[src/rtl/hee_pkg.sv]
package hee_pkg;

	// Longest escaped run and its index width
	localparam int RUN_MAX = 6;
	localparam int RUN_IW  = $clog2(RUN_MAX);
	localparam int LEN_W   = $clog2(RUN_MAX + 1);

	// Queue between classifier and serializer
	localparam int QDEPTH  = 2;
	localparam int QPTR_W  = $clog2(QDEPTH);
	localparam int QCNT_W  = $clog2(QDEPTH + 1);

	// Character codes
	localparam logic [7:0] CH_TAB   = 8'h09;
	localparam logic [7:0] CH_LF    = 8'h0A;
	localparam logic [7:0] CH_CR    = 8'h0D;
	localparam logic [7:0] CH_QUOT  = 8'h22;
	localparam logic [7:0] CH_HASH  = 8'h23;
	localparam logic [7:0] CH_AMP   = 8'h26;
	localparam logic [7:0] CH_APOS  = 8'h27;
	localparam logic [7:0] CH_SEMI  = 8'h3B;
	localparam logic [7:0] CH_LT    = 8'h3C;
	localparam logic [7:0] CH_GT    = 8'h3E;
	localparam logic [7:0] CH_ZERO  = 8'h30;
	localparam logic [7:0] CTRL_MAX = 8'h1F;
	localparam logic [7:0] CH_DEL   = 8'h7F;

	typedef logic [7:0] char_t;

	// One classified item: the escaped run, its length and the string-end flag
	typedef struct packed {
		char_t [RUN_MAX-1:0] chars;
		logic [LEN_W-1:0]    len;
		logic                str_end;
	} run_t;

endpackage

[src/rtl/hee_front.sv]
module hee_front (
	input  logic        s_tvalid,
	output logic        s_tready,
	input  logic [7:0]  s_tdata,   // in_byte
	input  logic        s_tlast,   // in_string_end
	input  logic        q_full,
	output logic        q_push,
	output hee_pkg::run_t q_data
);
	import hee_pkg::*;

	logic [1:0]  hund;
	logic [7:0]  rem8;
	logic [6:0]  rem7;
	logic [14:0] prod;
	logic [3:0]  tens;
	logic [6:0]  ones7;
	logic [3:0]  ones;
	logic        numeric;
	run_t        r;

	assign s_tready = !q_full;
	assign q_push   = s_tvalid && !q_full;
	assign q_data   = r;

	// Split the byte into decimal digits
	always_comb begin
		if (s_tdata >= 8'd200) begin
			hund = 2'd2;
			rem8 = s_tdata - 8'd200;
		end else if (s_tdata >= 8'd100) begin
			hund = 2'd1;
			rem8 = s_tdata - 8'd100;
		end else begin
			hund = 2'd0;
			rem8 = s_tdata;
		end
		rem7  = rem8[6:0];
		prod  = {8'b0, rem7} * 15'd205;
		tens  = prod[14:11];
		ones7 = rem7 - ({3'b0, tens} << 3) - ({3'b0, tens} << 1);
		ones  = ones7[3:0];
	end

	assign numeric = (s_tdata <= CTRL_MAX || s_tdata >= CH_DEL) &&
		s_tdata != CH_TAB && s_tdata != CH_LF && s_tdata != CH_CR;

	// Classify the byte and build its run
	always_comb begin
		r = '0;
		r.str_end = s_tlast;
		unique case (s_tdata)
			CH_LT: begin
				r.chars[0] = CH_AMP; r.chars[1] = "l"; r.chars[2] = "t";
				r.chars[3] = CH_SEMI;
				r.len = LEN_W'(4);
			end
			CH_GT: begin
				r.chars[0] = CH_AMP; r.chars[1] = "g"; r.chars[2] = "t";
				r.chars[3] = CH_SEMI;
				r.len = LEN_W'(4);
			end
			CH_QUOT: begin
				r.chars[0] = CH_AMP; r.chars[1] = "q"; r.chars[2] = "u";
				r.chars[3] = "o"; r.chars[4] = "t"; r.chars[5] = CH_SEMI;
				r.len = LEN_W'(6);
			end
			CH_AMP: begin
				r.chars[0] = CH_AMP; r.chars[1] = "a"; r.chars[2] = "m";
				r.chars[3] = "p"; r.chars[4] = CH_SEMI;
				r.len = LEN_W'(5);
			end
			CH_APOS: begin
				r.chars[0] = CH_AMP; r.chars[1] = "a"; r.chars[2] = "p";
				r.chars[3] = "o"; r.chars[4] = "s"; r.chars[5] = CH_SEMI;
				r.len = LEN_W'(6);
			end
			default: begin
				if (numeric) begin
					r.chars[0] = CH_AMP;
					r.chars[1] = CH_HASH;
					if (hund != 2'd0) begin
						r.chars[2] = CH_ZERO | {6'b0, hund};
						r.chars[3] = CH_ZERO | {4'b0, tens};
						r.chars[4] = CH_ZERO | {4'b0, ones};
						r.chars[5] = CH_SEMI;
						r.len = LEN_W'(6);
					end else if (tens != 4'd0) begin
						r.chars[2] = CH_ZERO | {4'b0, tens};
						r.chars[3] = CH_ZERO | {4'b0, ones};
						r.chars[4] = CH_SEMI;
						r.len = LEN_W'(5);
					end else begin
						r.chars[2] = CH_ZERO | {4'b0, ones};
						r.chars[3] = CH_SEMI;
						r.len = LEN_W'(4);
					end
				end else begin
					r.chars[0] = s_tdata;
					r.len = LEN_W'(1);
				end
			end
		endcase
	end

endmodule

[src/rtl/hee_queue.sv]
module hee_queue (
	input  logic          clk,
	input  logic          arst_n,
	input  logic          push,
	input  hee_pkg::run_t push_data,
	output logic          full,
	input  logic          pop,
	output logic          empty,
	output hee_pkg::run_t head
);
	import hee_pkg::*;

	run_t              mem_q [QDEPTH];
	logic [QPTR_W-1:0] wr_q;
	logic [QPTR_W-1:0] rd_q;
	logic [QCNT_W-1:0] cnt_q;

	assign full  = cnt_q == QCNT_W'(QDEPTH);
	assign empty = cnt_q == '0;
	assign head  = mem_q[rd_q];

	// Store incoming runs
	always_ff @(posedge clk) begin
		if (push) begin
			mem_q[wr_q] <= push_data;
		end
	end

	// Advance pointers and fill count
	always_ff @(posedge clk or negedge arst_n) begin
		if (!arst_n) begin
			wr_q  <= '0;
			rd_q  <= '0;
			cnt_q <= '0;
		end else begin
			if (push) begin
				wr_q <= (wr_q == QPTR_W'(QDEPTH - 1)) ? '0 : wr_q + 1'b1;
			end
			if (pop) begin
				rd_q <= (rd_q == QPTR_W'(QDEPTH - 1)) ? '0 : rd_q + 1'b1;
			end
			if (push && !pop) begin
				cnt_q <= cnt_q + 1'b1;
			end else if (pop && !push) begin
				cnt_q <= cnt_q - 1'b1;
			end
		end
	end

endmodule

[src/rtl/hee_back.sv]
module hee_back (
	input  logic          clk,
	input  logic          arst_n,
	input  logic          q_empty,
	input  hee_pkg::run_t q_head,
	output logic          q_pop,
	output logic          m_tvalid,
	input  logic          m_tready,
	output logic [7:0]    m_tdata,   // out_byte
	output logic          m_tlast,   // run_last
	output logic          m_tuser    // out_string_end
);
	import hee_pkg::*;

	run_t              cur_q;
	logic              busy_q;
	logic [RUN_IW-1:0] idx_q;
	logic              vld_q;
	char_t             data_q;
	logic              last_q;
	logic              send_end_q;
	logic              out_free;
	logic              cur_last;
	logic              emit;

	assign out_free = !vld_q || m_tready;
	assign cur_last = LEN_W'(idx_q) == cur_q.len - 1'b1;
	assign emit     = busy_q && out_free;
	assign q_pop    = !q_empty && (!busy_q || (emit && cur_last));

	assign m_tvalid = vld_q;
	assign m_tdata  = data_q;
	assign m_tlast  = last_q;
	assign m_tuser  = send_end_q;

	// Load the next run from the queue
	always_ff @(posedge clk) begin
		if (q_pop) begin
			cur_q <= q_head;
		end
	end

	// Step through the current run
	always_ff @(posedge clk or negedge arst_n) begin
		if (!arst_n) begin
			busy_q <= 1'b0;
			idx_q  <= '0;
		end else begin
			if (q_pop) begin
				busy_q <= 1'b1;
				idx_q  <= '0;
			end else if (emit) begin
				if (cur_last) begin
					busy_q <= 1'b0;
				end else begin
					idx_q <= idx_q + 1'b1;
				end
			end
		end
	end

	// Hold the output word until it is taken
	always_ff @(posedge clk or negedge arst_n) begin
		if (!arst_n) begin
			vld_q <= 1'b0;
		end else if (out_free) begin
			vld_q <= busy_q;
		end
	end

	always_ff @(posedge clk) begin
		if (emit) begin
			data_q     <= cur_q.chars[idx_q];
			last_q     <= cur_last;
			send_end_q <= cur_last && cur_q.str_end;
		end
	end

endmodule

[src/rtl/html_escape_encoder.sv]
// Channel   Dir  tdata          tlast          tuser
// s_axis    in   in_byte[7:0]   in_string_end  -
// m_axis    out  out_byte[7:0]  run_last       out_string_end
//
// A byte is classified in the cycle it is accepted and queued (two entries).
// The serializer sends one output word per cycle unless the output stalls,
// 1 to 6 words per input byte, so input is taken no faster than runs drain.
// The first word goes through the queue, run register and output register.
// arst_n clears the queue, serializer and output valid; output stalls back up
// through the queue to s_axis_tready.
module html_escape_encoder (
	input  logic       clk,
	input  logic       arst_n,
	input  logic       s_axis_tvalid,
	output logic       s_axis_tready,
	input  logic [7:0] s_axis_tdata,   // in_byte
	input  logic       s_axis_tlast,   // in_string_end
	output logic       m_axis_tvalid,
	input  logic       m_axis_tready,
	output logic [7:0] m_axis_tdata,   // out_byte
	output logic       m_axis_tlast,   // run_last
	output logic       m_axis_tuser    // out_string_end
);
	import hee_pkg::*;

	logic q_full;
	logic q_push;
	logic q_pop;
	logic q_empty;
	run_t q_in;
	run_t q_head;

	hee_front u_front (
		.s_tvalid (s_axis_tvalid),
		.s_tready (s_axis_tready),
		.s_tdata  (s_axis_tdata),
		.s_tlast  (s_axis_tlast),
		.q_full   (q_full),
		.q_push   (q_push),
		.q_data   (q_in)
	);

	hee_queue u_queue (
		.clk       (clk),
		.arst_n    (arst_n),
		.push      (q_push),
		.push_data (q_in),
		.full      (q_full),
		.pop       (q_pop),
		.empty     (q_empty),
		.head      (q_head)
	);

	hee_back u_back (
		.clk      (clk),
		.arst_n   (arst_n),
		.q_empty  (q_empty),
		.q_head   (q_head),
		.q_pop    (q_pop),
		.m_tvalid (m_axis_tvalid),
		.m_tready (m_axis_tready),
		.m_tdata  (m_axis_tdata),
		.m_tlast  (m_axis_tlast),
		.m_tuser  (m_axis_tuser)
	);

endmodule

[config.mk]
export PLATFORM = sky130hd
export DESIGN_NAME = html_escape_encoder
export DESIGN_NICKNAME = d
export VERILOG_FILES = /design/src/rtl/hee_pkg.sv /design/src/rtl/hee_front.sv /design/src/rtl/hee_queue.sv /design/src/rtl/hee_back.sv /design/src/rtl/html_escape_encoder.sv
export SDC_FILE = /design/constraint.sdc
export NUM_CORES = 1
export LEC_CHECK = 0
export BUFFER_PORTS_ARGS = -buffer_cell sky130_fd_sc_hd__clkbuf_2
export CAP_MARGIN = 15
export CORE_MARGIN = 5
export CORE_UTILIZATION = 40
export CTS_BUF_LIST = sky130_fd_sc_hd__clkbuf_16
export DETAILED_ROUTE_END_ITERATION = 12
export HOLD_SLACK_MARGIN = 0.06
export SLEW_MARGIN = 0
export SYNTH_ARGS = -nofsm -noshare
export SYNTH_HDL_FRONTEND = slang
export SYNTH_SLANG_ARGS = --single-unit
export TNS_END_PERCENT = 50
[constraint.sdc]
create_clock -name clk -period 6.8 [get_ports clk]
set_input_delay 0.34 -clock clk [delete_from_list [all_inputs] [get_ports clk]]
set_output_delay 0.34 -clock clk [all_outputs]
set_load 0.02 [all_outputs]
---- Word level (Yosys, flattened, before mapping) ----
Memories as Yosys holds them, arrays and structs flattened. A register that Yosys moved wholly into a read port is not among the register bits.
Cells that the tools add are included.
word-level totals
  register bits ........................... 19
  bits in writable memories ............... 104
  input bits .............................. 13
  output and inout bits ................... 12
  logic and storage cells ................. 96
  memories kept ........................... 1
memories
  name           depth  bits a word  read ports  clocked after memory_dff  wr ports  RTL line         text
  u_queue.mem_q  2      52           1           1                         1         hee_queue.sv:13  run_t mem_q [QDEPTH];
cells by class
  add/subtract/negate cells ............... 10
  multipliers ............................. 1
  magnitude comparators ................... 5
  equality and inequality tests ........... 11
  muxes and demuxes ....................... 29
  reductions and logical operators ........ 30
operator list
  cell                                                                              number
  35-bit case mux with 5 select lines                                               1
  8-bit by 6-bit == test with 1-bit output, second input constant                   5
  40-bit 2-to-1 mux                                                                 1
  8-bit case mux with 4 select lines                                                1
  8-bit binary-select mux with 3-bit select                                         1
  8-bit by 4-bit inequality test with 1-bit output, second input constant           3
  22-bit 2-to-1 mux                                                                 1
  8-bit by 7-bit >= comparator with 1-bit output, second input constant             2
  8-bit case mux with 2 select lines                                                1
  7-bit by 8-bit multiplier with 15-bit output, second input constant               1
  7-bit 2-to-1 mux                                                                  2
  7-bit subtractor, second input constant                                           2
  12-bit 2-to-1 mux                                                                 1
  3-bit 2-to-1 mux                                                                  4
  6-bit 2-to-1 mux                                                                  2
  11-bit 2-to-1 mux                                                                 1
  1-bit logical AND                                                                 10
  1-bit 2-to-1 mux                                                                  9
  8-bit >= comparator, second input constant                                        1
  8-bit by 5-bit less-or-equal comparator with 1-bit output, second input constant  1
  8-bit 2-to-1 mux                                                                  1
  2-bit nonzero test                                                                4
  4-bit subtractor                                                                  2
  1-bit logical NOT                                                                 6
  other kinds (16)                                                                  23

---- Logic depth before layout (Yosys ltp) ----
  word-level depth ........................ 10
  mapped depth ............................ 29
  gate-level depth less buffers ........... 28

---- By module ----
From an unflattened synthesis, not the netlist that was laid out.
unflattened totals
  cells, all modules ...................... 583
  area, all modules ....................... 8,833.5 um^2
by module, submodules not included
  module     times used  cells an instance  area an instance (um^2)  sequential area each (um^2)
  hee_queue  1           178                4,190.3                  3,223.1
  hee_back   1           139                2,617.5                  1,986.9
  hee_front  1           266                2,025.7                  0.0

---- Worst setup path before layout ----
OpenSTA, ideal clock, no wires.
  kind .................................... input port to flip-flop
  from .................................... input port s_axis_tdata[0]
  to ...................................... memory u_queue.mem_q[0][39] (netlist name), data pin
  library setup time ...................... 0.273 ns
  arrival ................................. 6.037 ns
  required time ........................... 6.527 ns
  slack ................................... 0.490 ns
  cell stages on the path ................. 29
  path buffers ............................ 1
  cells stage by stage .................... inv_1 > ha_1 > nand2_1 > a31oi_4 > or2_2 > clkbuf_1 > nand2_1 > xnor2_1 > nor2_1 > a21oi_1 > ha_1 > ha_1 > fa_1 > inv_1 > fa_1 > inv_1 > ha_1 > a31o_2 > a21oi_2 > nor2_1 > a21oi_1 > o211ai_2 > xor2_1 > ha_1 > nand2_1 > nand3b_1 > xnor2_1 > xor2_1 > a22oi_1
RTL lines
  what                RTL line                   text
  start: declaration  html_escape_encoder.sv:16  input logic [7:0] s_axis_tdata,
  end: declaration    hee_queue.sv:13

==> summary.txt <==
Status
  – Status: finished clean

Run
  – Maxcap violations: 0

Synth
  – Top FF cell, synth: edfxtp_1
  – Most common cell in the synthesized netlist: edfxtp_1
  – Ranking of synthesized cells by area: edfxtp_1 (53%), ha_1 (9.4%), mux2_2 (6.4%)
  – Yosys top cell area share: 53.4%
  – Asr flop ratio synth: 7.09%
  – EDFF count, synth: 118
  – Mean area per synthesized cell: 13.5 um^2
  – Post-synthesis cell area: 0.00664 mm^2
  – YS warnings: 0
  – Gate count of the mapped netlist: 490
  – Most frequent cells after synthesis: edfxtp_1 (118), ha_1 (50), mux2_2 (38)
  – Synthesized flop and latch total: 127
  – Yosys top cell by area: edfxtp_1
  – Seq/Total Area, Yosys: 56.8%
  – Synth unique cells: 58

Timing
  – Final Setup Violations: 0
  – Slew Limit Fails: 0
  – Final period util: 91.6%
  – Hold WS: 0.135 ns
  – Slew headroom: 33.0%
  – Max frequency: 161 MHz
  – Setup TNS Final: 0 ns
  – RSZ-0062 raised after global routing: false
  – Final hold vios: 0
  – Worst Max-Slew Pin Slew: 1.01 ns
  – Clock Skew: 0.00836 ns
  – Fin crit period: 6.23 ns

Route
  – Via density: 4.96
  – Final WL: 12,400 um
  – DRT iter0 DRCs: 240
  – Vias: 3,771
  – Pre-antenna DRT Iters: 5
  – Antenna violation net count after detailed routing: 0
  – DRC errors left: 0
  – DR WL/cell: 16.3 um

Power and ir drop
  – Leak pwr: 3.03 nW
  – Peak supply drop: 0.228 mV
  – PD cells: 456 mW/mm^2
  – Total power: 3.49 mW

Global route
  – Met1 Use GR: 18.2%
  – Largest net degree at the start of global routing: 42
  – Met3 usage: 2.93%
  – Antenna violations before repair: 0
  – Met2 Use GR: 22.8%
  – First-pass GRT wire length: 21,200 um
  – Vias in the first global route: 4,034
  – Gr ovfl total: 0
  – GRT busiest layer: met2
  – Total Routing Usage GR: 13.7%

CTS
  – CTS Sinks: 127
  – Clk slew on worst S/H paths: 0.05 ns
  – Cts bufs inserted: 17
  – Setup Buffers After CTS: 0
  – Clock Latency Late Sink: 0.40 ns
  – CTS root buf: clkbuf_16
  – Maximum buffer depth of the clock tree: 2
  – H-tree levels: 4
  – CTS tree: built

Cells and area
  – Area Overhead vs Synth: 15.4%
  – Fill count: 1,460
  – Share of cells above drive strength 1: 23.1%
  – Core Util, Final: 46.7%
  – Nets: 598
  – Fin cells: 760
  – Multi-input combinational cell area: 0.00267 mm^2
  – N_diodes: 0
  – Register area: 0.00377 mm^2

Critical path
  – CP max stage delay: 0.51 ns
  – Endpoint class of the critical path: flip-flop
  – WP data arrival: 6.35 ns
  – Critical Path RT: 6.92 ns
  – Crit-path most repeated cell: ha_1
  – WS Path Type: in -> reg
  – Crit Path Max Fanout: 8
  – Crit path max-delay cell type: fa_1
  – Crit start category: input port

Floorplan
  – Die Area: 0.0193 mm^2
  – # rows: 47
  – Core box area: 0.0164 mm^2
  – DIE HEIGHT: 139 um
  – I/O Pins: 25
  – Starting Density: 40.5%
  – Chip width: 139 um

Place
  – GP Congestion: 0.891
  – Port Buffer Count: 24
  – Hpwl dp: 8840 um
  – Placed insts: 727

Hold path
  – Hold Path Class: in -> reg
-- worst paths after layout --
kind	to	cells past startpoint	from	slack (ns)
worst min register to register	u_back.m_tvalid	1	u_back.busy_q	0.48
worst min-delay path	u_queue.mem_q[0][0]	1	s_axis_tlast	0.14
worst max-delay path	u_queue.mem_q[1][39]	29	s_axis_tdata[3]	0.57
max in group asynchronous	u_back.idx_q[0]	2	arst_n	6.27
min in group asynchronous	u_back.idx_q[1]	2	arst_n	0.33
worst max register to register	u_queue.cnt_q[1]	10	u_back.idx_q[2]	3.70
-- routing by layer --
metal,vias to the layer above,wire length (um)
met5,-,0
met4,0,160
met3,12,433
met2,61,5950
met1,1825,5850
li1,1873,-
-- state kept, by name (all words and copies together), names as in the netlist --
| signal | cells |
|---|---|
| u_back.busy_q | 1 |
| u_back.cur_q | 36 |
| u_back.idx_q | 3 |
| u_back.m_tdata | 8 |
| u_back.m_tlast | 1 |
| u_back.m_tuser | 1 |
| u_back.m_tvalid | 1 |
| u_queue.cnt_q | 2 |
| u_queue.mem_q | 72 |
| u_queue.rd_q | 1 |
| u_queue.wr_q | 1 |
-- cell families (layout without fill, tap and decap cells) --
logic type                 count (synthesis)  count (layout)  synth area share, %
other                                      1               2               0.0565
and+or+nand+nor                          107             107                 7.92
buffers and inverters                     53             102                 3.36
DFF                                      127             127                 56.8
muxes                                     52              52                 9.31
AOI/OAI and AO/OA                         66              66                 7.20
adders and majority gates                 58              58                 11.8
xor gates and xnor gates                  26              26                 3.54
-- worst max-delay path: cells and delay by family --
kind	cells	cell delay, ns
fa+ha+maj	7	2.41
xor+xnor	4	0.89
compound gates	7	1.49
buf+inv	4	0.46
simple gates	7	0.76
-- layout by cell type, fill, tap and decap left out, types with 3 or more instances in the layout --
cell type and instances:
nand3b_1 3, clkinv_4 4, xor2_1 14, fa_1 8, a211oi_1 4, mux2_2 38, clkbuf_2 24, dfrtp_1 9
nand2_1 27, clkbuf_16 17, nor3_1 3, mux4_2 4, bufinv_16 4, o21ai_0 21, o22ai_1 3, nand2b_1 7
a21oi_1 9, and3_1 4, nor2_1 28, ha_1 50, o21ai_1 3, buf_4 7, and2_1 8, edfxtp_1 118
inv_1 37, xnor2_1 10, clkinv_2 5, mux2i_1 10, nand3_1 12, or2_2 4
-- repair_timing --
action,in CTS,in global routing
hold buffers,1,0
hold endpoints to repair,9,0
endpoints found under the setup margin,0,2
resized for setup,0,1
-- through the flow --
stage | instance area [um^2] | setup WS, ns
floorplan | 6640 | 0.490
global placement | 7020 | 0.147
detailed placement | 7020 | 0.0436
CTS | 7650 | 0.472
global route | 7660 | 0.0703
finish | 7660 | 0.570
-- cell type report --
type | instances | share of cell area, %
clock buffers | 17 | 5.55
clock inverters | 15 | 2.55
inverters | 38 | 1.88
multi-input cells | 311 | 34.8
flip-flops and latches | 127 | 49.2
well taps | 220 | 3.59
repair buffers | 32 | 2.39
-- power by group --
group / switching (mW) / leakage (nW) / internal (mW)
sequential: 0.0883 / 1.20 / 1.20
clock: 0.317 / 0.308 / 0.612
combinational: 0.749 / 1.52 / 0.527
(Power assumes the default switching activity.)
